### config.mk
export PLATFORM = sky130hd
export DESIGN_NAME = input_select_command_framer
export DESIGN_NICKNAME = d
export VERILOG_FILES = /design/src/rtl/core/isc_pkg.sv /design/src/rtl/core/isc_front.sv /design/src/rtl/core/isc_fifo.sv /design/src/rtl/core/isc_back.sv /design/src/rtl/core/input_select_command_framer.sv
export SDC_FILE = /design/constraint.sdc
export NUM_CORES = 1
export LEC_CHECK = 0
export ABC_AREA = 1
export BUFFER_PORTS_ARGS = -buffer_cell sky130_fd_sc_hd__buf_2
export CAP_MARGIN = 20
export CORE_MARGIN = 2
export CORE_UTILIZATION = 50
export DETAILED_ROUTE_END_ITERATION = 8
export MAX_ROUTING_LAYER = met4
export PLACE_DENSITY = 0.67
export SLEW_MARGIN = 40
export SYNTH_ARGS = -nofsm -noshare
export SYNTH_HDL_FRONTEND = slang
export SYNTH_SLANG_ARGS = --single-unit
### constraint.sdc
create_clock -name clk_i -period 3.97 [get_ports clk_i]
set_input_delay 0.794 -clock clk_i [delete_from_list [all_inputs] [get_ports clk_i]]
set_output_delay 0.794 -clock clk_i [all_outputs]
set_load 0.05 [all_outputs]
### src/rtl/core/isc_pkg.sv
package isc_pkg;

  localparam int unsigned QUEUE_DEPTH = 2;

  localparam logic [7:0] MAX_INPUT     = 8'd3;
  localparam logic [7:0] CMD_OPCODE    = 8'h75;
  localparam logic [7:0] CMD_LEN_BYTE  = 8'h02;
  localparam logic [7:0] CMD_PAD       = 8'h00;

  localparam logic [7:0] CHR_OPEN      = 8'h3c;  // '<'
  localparam logic [7:0] CHR_TAG       = 8'h54;  // 'T'
  localparam logic [7:0] CHR_CLOSE     = 8'h3e;  // '>'
  localparam logic [7:0] CHR_ZERO      = 8'h30;  // '0'
  localparam logic [7:0] CHR_A_LOWER   = 8'h61;  // 'a'
  localparam logic [3:0] NIBBLE_TEN    = 4'd10;

  localparam int unsigned FRAME_LEN    = 19;
  localparam int unsigned POS_W        = $clog2(FRAME_LEN);
  localparam logic [POS_W-1:0] POS_OPEN  = POS_W'(0);
  localparam logic [POS_W-1:0] POS_TAG   = POS_W'(1);
  localparam logic [POS_W-1:0] POS_HEX0  = POS_W'(2);
  localparam logic [POS_W-1:0] POS_CLOSE = POS_W'(FRAME_LEN - 1);

  // One queued command: everything the back end needs to print a frame.
  typedef struct packed {
    logic [7:0] id;
    logic [1:0] idx;
    logic [7:0] chk;
  } cmd_t;

  function automatic logic [7:0] hex_digit(input logic [3:0] v);
    logic [7:0] r;
    if (v >= NIBBLE_TEN) begin
      r = CHR_A_LOWER + {4'd0, v - NIBBLE_TEN};
    end else begin
      r = CHR_ZERO + {4'd0, v};
    end
    return r;
  endfunction

endpackage

### src/rtl/core/isc_front.sv
module isc_front
  import isc_pkg::*;
(
  input  logic       clk_i,
  input  logic       rst_ni,
  input  logic       in_valid_i,
  input  logic [7:0] in_index_i,
  input  logic       q_full_i,
  output logic       in_ready_o,
  output logic       push_o,
  output cmd_t       push_cmd_o
);

  logic [7:0] counter_q, counter_d;
  logic [7:0] id_next;
  logic       accept;
  logic       in_range;

  assign in_ready_o = !q_full_i;
  assign accept     = in_valid_i && !q_full_i;
  assign in_range   = (in_index_i <= MAX_INPUT);
  assign id_next    = counter_q + 8'd1;

  // Drop out-of-range requests without touching the counter.
  assign push_o = accept && in_range;

  always_comb begin
    push_cmd_o.id  = id_next;
    push_cmd_o.idx = in_index_i[1:0];
    push_cmd_o.chk = id_next + CMD_OPCODE + CMD_LEN_BYTE + {6'd0, in_index_i[1:0]};
  end

  always_comb begin
    counter_d = counter_q;
    if (push_o) begin
      counter_d = id_next;
    end
  end

  always_ff @(posedge clk_i or negedge rst_ni) begin
    if (!rst_ni) begin
      counter_q <= 8'd0;
    end else begin
      counter_q <= counter_d;
    end
  end

endmodule

### src/rtl/core/isc_fifo.sv
module isc_fifo
  import isc_pkg::*;
#(
  parameter int unsigned Depth = QUEUE_DEPTH
) (
  input  logic clk_i,
  input  logic rst_ni,
  input  logic push_i,
  input  cmd_t push_cmd_i,
  output logic full_o,
  input  logic pop_i,
  output logic valid_o,
  output cmd_t pop_cmd_o
);

  localparam int unsigned PtrW = (Depth > 1) ? $clog2(Depth) : 1;
  localparam int unsigned CntW = $clog2(Depth + 1);
  localparam logic [PtrW-1:0] PtrLast = PtrW'(Depth - 1);
  localparam logic [CntW-1:0] CntFull = CntW'(Depth);

  cmd_t            mem_q [Depth];
  logic [PtrW-1:0] wr_ptr_q, wr_ptr_d;
  logic [PtrW-1:0] rd_ptr_q, rd_ptr_d;
  logic [CntW-1:0] count_q, count_d;
  logic            do_push, do_pop;

  assign full_o    = (count_q == CntFull);
  assign valid_o   = (count_q != '0);
  assign pop_cmd_o = mem_q[rd_ptr_q];
  assign do_push   = push_i && !full_o;
  assign do_pop    = pop_i && valid_o;

  always_comb begin
    wr_ptr_d = wr_ptr_q;
    rd_ptr_d = rd_ptr_q;
    count_d  = count_q;
    if (do_push) begin
      wr_ptr_d = (wr_ptr_q == PtrLast) ? '0 : wr_ptr_q + PtrW'(1);
    end
    if (do_pop) begin
      rd_ptr_d = (rd_ptr_q == PtrLast) ? '0 : rd_ptr_q + PtrW'(1);
    end
    priority if (do_push && !do_pop) begin
      count_d = count_q + CntW'(1);
    end else if (do_pop && !do_push) begin
      count_d = count_q - CntW'(1);
    end
  end

  always_ff @(posedge clk_i) begin
    if (do_push) begin
      mem_q[wr_ptr_q] <= push_cmd_i;
    end
  end

  always_ff @(posedge clk_i or negedge rst_ni) begin
    if (!rst_ni) begin
      wr_ptr_q <= '0;
      rd_ptr_q <= '0;
      count_q  <= '0;
    end else begin
      wr_ptr_q <= wr_ptr_d;
      rd_ptr_q <= rd_ptr_d;
      count_q  <= count_d;
    end
  end

endmodule

### src/rtl/core/isc_back.sv
module isc_back
  import isc_pkg::*;
(
  input  logic       clk_i,
  input  logic       rst_ni,
  input  logic       q_valid_i,
  input  cmd_t       q_cmd_i,
  output logic       pop_o,
  output logic       out_valid_o,
  input  logic       out_ready_i,
  output logic [7:0] out_byte_o,
  output logic       out_last_o
);

  logic             busy_q, busy_d;
  logic [POS_W-1:0] pos_q, pos_d;
  cmd_t             cur_q, cur_d;
  logic             out_valid_q, out_valid_d;
  logic [7:0]       out_byte_q, out_byte_d;
  logic             out_last_q, out_last_d;

  logic             advance;
  logic             at_close;
  logic [7:0]       cmd_bytes [8];
  logic [POS_W-1:0] hex_pos;
  logic [3:0]       nib_sel;
  logic [7:0]       sel_byte;
  logic [3:0]       nibble;
  logic [7:0]       char_now;

  assign advance  = !out_valid_q || out_ready_i;
  assign at_close = (pos_q == POS_CLOSE);
  assign pop_o    = q_valid_i && (!busy_q || (advance && at_close));

  always_comb begin
    cmd_bytes[0] = CMD_PAD;
    cmd_bytes[1] = cur_q.id;
    cmd_bytes[2] = CMD_OPCODE;
    cmd_bytes[3] = CMD_LEN_BYTE;
    cmd_bytes[4] = CMD_PAD;
    cmd_bytes[5] = {6'd0, cur_q.idx};
    cmd_bytes[6] = CMD_PAD;
    cmd_bytes[7] = cur_q.chk;
  end

  // High nibble first within each command byte.
  assign hex_pos  = pos_q - POS_HEX0;
  assign nib_sel  = hex_pos[3:0];
  assign sel_byte = cmd_bytes[nib_sel[3:1]];
  assign nibble   = nib_sel[0] ? sel_byte[3:0] : sel_byte[7:4];

  always_comb begin
    unique case (pos_q)
      POS_OPEN:  char_now = CHR_OPEN;
      POS_TAG:   char_now = CHR_TAG;
      POS_CLOSE: char_now = CHR_CLOSE;
      default:   char_now = hex_digit(nibble);
    endcase
  end

  always_comb begin
    busy_d      = busy_q;
    pos_d       = pos_q;
    cur_d       = cur_q;
    out_valid_d = out_valid_q;
    out_byte_d  = out_byte_q;
    out_last_d  = out_last_q;
    if (advance) begin
      if (busy_q) begin
        out_valid_d = 1'b1;
        out_byte_d  = char_now;
        out_last_d  = at_close;
        if (at_close) begin
          busy_d = 1'b0;
        end else begin
          pos_d = pos_q + POS_W'(1);
        end
      end else begin
        out_valid_d = 1'b0;
      end
    end
    if (pop_o) begin
      busy_d = 1'b1;
      pos_d  = POS_OPEN;
      cur_d  = q_cmd_i;
    end
  end

  always_ff @(posedge clk_i) begin
    cur_q      <= cur_d;
    out_byte_q <= out_byte_d;
  end

  always_ff @(posedge clk_i or negedge rst_ni) begin
    if (!rst_ni) begin
      busy_q      <= 1'b0;
      pos_q       <= POS_OPEN;
      out_valid_q <= 1'b0;
      out_last_q  <= 1'b0;
    end else begin
      busy_q      <= busy_d;
      pos_q       <= pos_d;
      out_valid_q <= out_valid_d;
      out_last_q  <= out_last_d;
    end
  end

  assign out_valid_o = out_valid_q;
  assign out_byte_o  = out_byte_q;
  assign out_last_o  = out_last_q;

endmodule

### src/rtl/core/input_select_command_framer.sv
// The opening '<' of a frame is offered after its request is pushed into the command queue,
// popped by the back end and registered. Frames of 19 bytes go out back to back, unless
//   stalled, through the one-byte output register; a request above 3 yields nothing.
// Requests are taken while the command queue has room, even as output is stalled.
// Reset (rst_ni low, asynchronous): message counter to 0, queue empty, no output valid.
module input_select_command_framer
  import isc_pkg::*;
#(
  parameter int unsigned QueueDepth = QUEUE_DEPTH
) (
  input  logic       clk_i,
  input  logic       rst_ni,
  // Request side
  input  logic       s_axis_tvalid_i,
  output logic       s_axis_tready_o,
  input  logic [7:0] s_axis_tdata_i,   // [7:0] input_index
  // Frame side
  output logic       m_axis_tvalid_o,
  input  logic       m_axis_tready_i,
  output logic [7:0] m_axis_tdata_o,   // [7:0] out_byte
  output logic       m_axis_tlast_o    // frame_end, high on the closing '>'
);

  logic push;
  cmd_t push_cmd;
  logic q_full;
  logic q_valid;
  cmd_t q_cmd;
  logic pop;

  // Front end: filter the request, advance the message id, work out the checksum.
  isc_front u_front (
    .clk_i      (clk_i),
    .rst_ni     (rst_ni),
    .in_valid_i (s_axis_tvalid_i),
    .in_index_i (s_axis_tdata_i),
    .q_full_i   (q_full),
    .in_ready_o (s_axis_tready_o),
    .push_o     (push),
    .push_cmd_o (push_cmd)
  );

  // Hold built commands so either side may stall on its own.
  isc_fifo #(
    .Depth (QueueDepth)
  ) u_fifo (
    .clk_i      (clk_i),
    .rst_ni     (rst_ni),
    .push_i     (push),
    .push_cmd_i (push_cmd),
    .full_o     (q_full),
    .pop_i      (pop),
    .valid_o    (q_valid),
    .pop_cmd_o  (q_cmd)
  );

  // Back end: print each command as '<', 'T', sixteen hex digits, '>', one byte a transaction.
  isc_back u_back (
    .clk_i       (clk_i),
    .rst_ni      (rst_ni),
    .q_valid_i   (q_valid),
    .q_cmd_i     (q_cmd),
    .pop_o       (pop),
    .out_valid_o (m_axis_tvalid_o),
    .out_ready_i (m_axis_tready_i),
    .out_byte_o  (m_axis_tdata_o),
    .out_last_o  (m_axis_tlast_o)
  );

endmodule

==> results.md <==
* Status: finished, final reports clean
* Post-route ant nets at 0
* Post-CTS Setup Repair Bufs at 0
* FFs w/ async S/R, synth at 24.7%
* Slowest cell on the critical path: dfrtp_1
* Setup TNS at 0 ns
* CP Max Fanout at 8
* Total GRT Usage at 18.2%
* Nets@finish at between 400 and 500
* Internal power at 0.00192 W
* Multi-input gate area at 0.00137 sq mm
* Power Density at 776 mW/mm^2
* Row Count at 32
* Routed WL at between 6 and 7 mm
* Synthesized Nets at 422
* Syn Std Cell Area at 0.00393 sq mm
* Die Wd at a little over 90 microns
* Skew final at 0.00744 ns
* Worst vdd ir at 0.311 mV
* Switching part of the total at 43.1%
* Sinks on Clock Net at 81
* Layout cells sized above 1 at 12.5%
* DRC at 0
* Clk_lat worst skew at around 0.35 ns
* Most common cell after layout, fill and taps aside: nand2_1
* Top cell type's share of synthesized area at a little under half
* Worst-Margin Slew at 0.652 ns
* Tcrit/Tclk final at 71.4%
* Critical path, cell by cell: inv_1, ha_1, nor2_1, nand2_1, nand3_1, nand2_1, nand2_1, nand2_1, ha_1, inv_1, nand3_1, o21bai_1, nand2_1, nand2_1, nor2_1
* DR vias/cell at 4.88
* Grt total ovfl at 0
* Unrepaired setup endpoints after global routing: no
* Starting density of the core at 51.3%
* Ports at 23
* Crit path top cell by count: nand2_1
* Crit path largest cell delay at about 0.47 ns
* Fillers at 670
* Switching power at 0.00145 W
* Clk pin slew, worst setup/hold paths at approximately 0.08 ns
* Warnings from Yosys at 0
* Initial antenna violation count at 0
* Critical path buffers and inverters at 2
* Number of synthesized flops with an enable pin at 61
* Vias in the first global route at between 2k and 3k
* GPL Wtd Cong at 0.872
* Syn Inst Count at ~390
* CTS HTree Levels at 3
* Final Hold Violating Endpoints at 0
* Crit path launch type: register
* Die area at 0.00857 sq mm
* Final min period at 2.83 ns
* Global-route wire length before repair at 11.7 mm
* Slew Limit Headroom at 56.6%
* Vias at about 2.6k
* Critical path's top delay family: simple AND/OR/NAND/NOR gates
* CORE AREA at 0.00765 sq mm
* Bufs on Longest Clock Path at 2
* Root Driver: clkbuf_8
* Most area-hungry cell type in the Yosys netlist: edfxtp_1
* Leak pwr at 1.96 nW
* Logic pwr share at 43.9%
* Input/output buffers at 21
* Final Max Slew Viols at 0
* Share of power burned in registers at 38.2%
* Max_cap viols at 0
* Worst setup EP type: register
* DR WL/cell at 12.7 microns
* Netlist cell types at 36
* Area grow syn2layout at 10.7%
* Final Setup Violations at 0
* Post-synthesis area per instance at 10.0 sq um
* Diodes inserted at 0
* Max Freq at 353 MHz
* Cts bufs inserted at 9
* WP data required at 4.09 ns
* Largest cells by area after synthesis: edfxtp_1 47%, dfrtp_1 13%, nand2_1 12%
* Clk pwr share at roughly 18%
* CTS tree: done
* Arr. time, crit path at around 3.0 ns
* FF+latch area at 0.00233 sq mm
* Detailed Routing Iterations Pass 1 at 4
* Post_cts resized at 0
* WS Path Type: register to register
* Synth Flop Type: edfxtp_1
* Synth Register Bits at 81
* Hold Crit Class: input pin to async pin
* CTS Hold Buffers Added at 0
* DIE HEIGHT at 92.6 microns
* Initial drt markers at 89
* Power consumption at 0.00337 W
* Commonest cells after routing, fill and taps aside: 126 x nand2_1, 61 x edfxtp_1, 49 x inv_1, 32 x nand3_1, 21 x buf_2
* Post-synthesis sequential area ratio at roughly three fifths
* Dpl hpwl at 4.95 mm
* Pin count of the biggest net entering global routing at 21
[power groups by stage]
stage          Combinational, W  Sequential [W]  Clock [W]
6_report                0.00148         0.00129   0.000603
5_1_grt                 0.00171         0.00131   0.000655
4_1_cts                 0.00149         0.00129   0.000621
3_5_place_dp            0.00148         0.00131          0
3_3_place_gp            0.00144         0.00131          0
2_1_floorplan           0.00106         0.00140          0
[worst paths after layout]
kind                                    from                   end  slack (ns)  depth (start not counted)
max                          u_back.pos_q[1]  u_back.out_byte_o[0]        1.14                         15
min                                   rst_ni     u_fifo.count_q[1]        0.40                          1
max reg2reg                  u_back.pos_q[1]  u_back.out_byte_o[0]        1.14                         15
min reg2reg                u_fifo.count_q[0]     u_fifo.count_q[0]        0.48                          1
max in group asynchronous             rst_ni       u_fifo.wr_ptr_q        3.24                          1
min in group clk_i         u_fifo.count_q[0]     u_fifo.count_q[0]        0.48                          1
[area by class of cell]
class,count,share of cell area (%)
clock buffer,9,2.85
clock inverter,7,1.81
inverter,52,4.49
multi-input combinational,252,31.5
sequential,81,53.7
tap,102,2.94
timing repair buffer,23,2.76
[synth_stat cells, types with 2 or more instances]
library cell    n
buf_4           2
xor2_1         11
edfxtp_1       61
nand4_1         3
o21ai_2         2
clkbuf_1        3
nand3_1        32
nand3_2         2
nand2_1       126
dfrtp_1        20
xnor2_1         3
inv_1          49
o21ai_0        11
inv_2           2
ha_1           18
nor2_1         19
o21ai_1         3
a21oi_1         6
[stage by stage]
stage	util, %	setup slack [ns]	cell area [sq um]	hold WS [ns]	std cells
detailed placement	54.2	1.16	4140	0.463	510
global placement	54.2	1.22	4140	0.464	510
CTS	56.8	1.16	4340	0.403	526
floorplan	-	1.19	3930	0.446	391
global route	56.8	0.774	4340	0.421	526
finish	56.8	1.14	4340	0.397	526
[logic make-up (layout without fill, tap and decap cells)]
logic type	count (synthesis)	after routing	share of synthesized area (%)
flip-flops	81	81	59.4
AO/OA/AOI/OAI	27	27	3.98
AND/OR/NAND/NOR	189	189	20.5
other	1	1	0.0955
adder cells (fa/ha/maj)	19	19	6.25
XOR/XNOR	16	16	3.95
buffers and inverters	58	91	5.77
[registers in the layout, indices dropped and copies added (netlist names)]
name	cells
u_back.busy_q	1
u_back.cmd_bytes	18
u_back.out_byte_o	7
u_back.out_last_o	1
u_back.out_valid_o	1
u_back.pos_q	5
u_fifo.count_q	2
u_fifo.mem_q	36
u_fifo.rd_ptr_q	1
u_fifo.wr_ptr_q	1
u_front.counter_q	8
[routing by layer]
layer	track usage [%]	part of all wire, %	up-vias
met5	-	0	-
met4	6.84	1.3	0
met3	4.31	3.9	10
met2	31.0	53	42
met1	21.0	42	1187
li1	-	-	1328
[worst reg2reg max path, stage by stage, from the launching register on]
cell      delay (ns)
dfrtp_1         0.47
inv_1           0.18
ha_1            0.39
nor2_1          0.37
nand2_1         0.09
nand3_1         0.09
nand2_1         0.05
nand2_1         0.09
nand2_1         0.11
ha_1            0.20
inv_1           0.07
nand3_1         0.08
o21bai_1        0.23
nand2_1         0.08
nand2_1         0.06
nor2_1          0.04
Note: power is estimated with default switching activity, not from simulation.
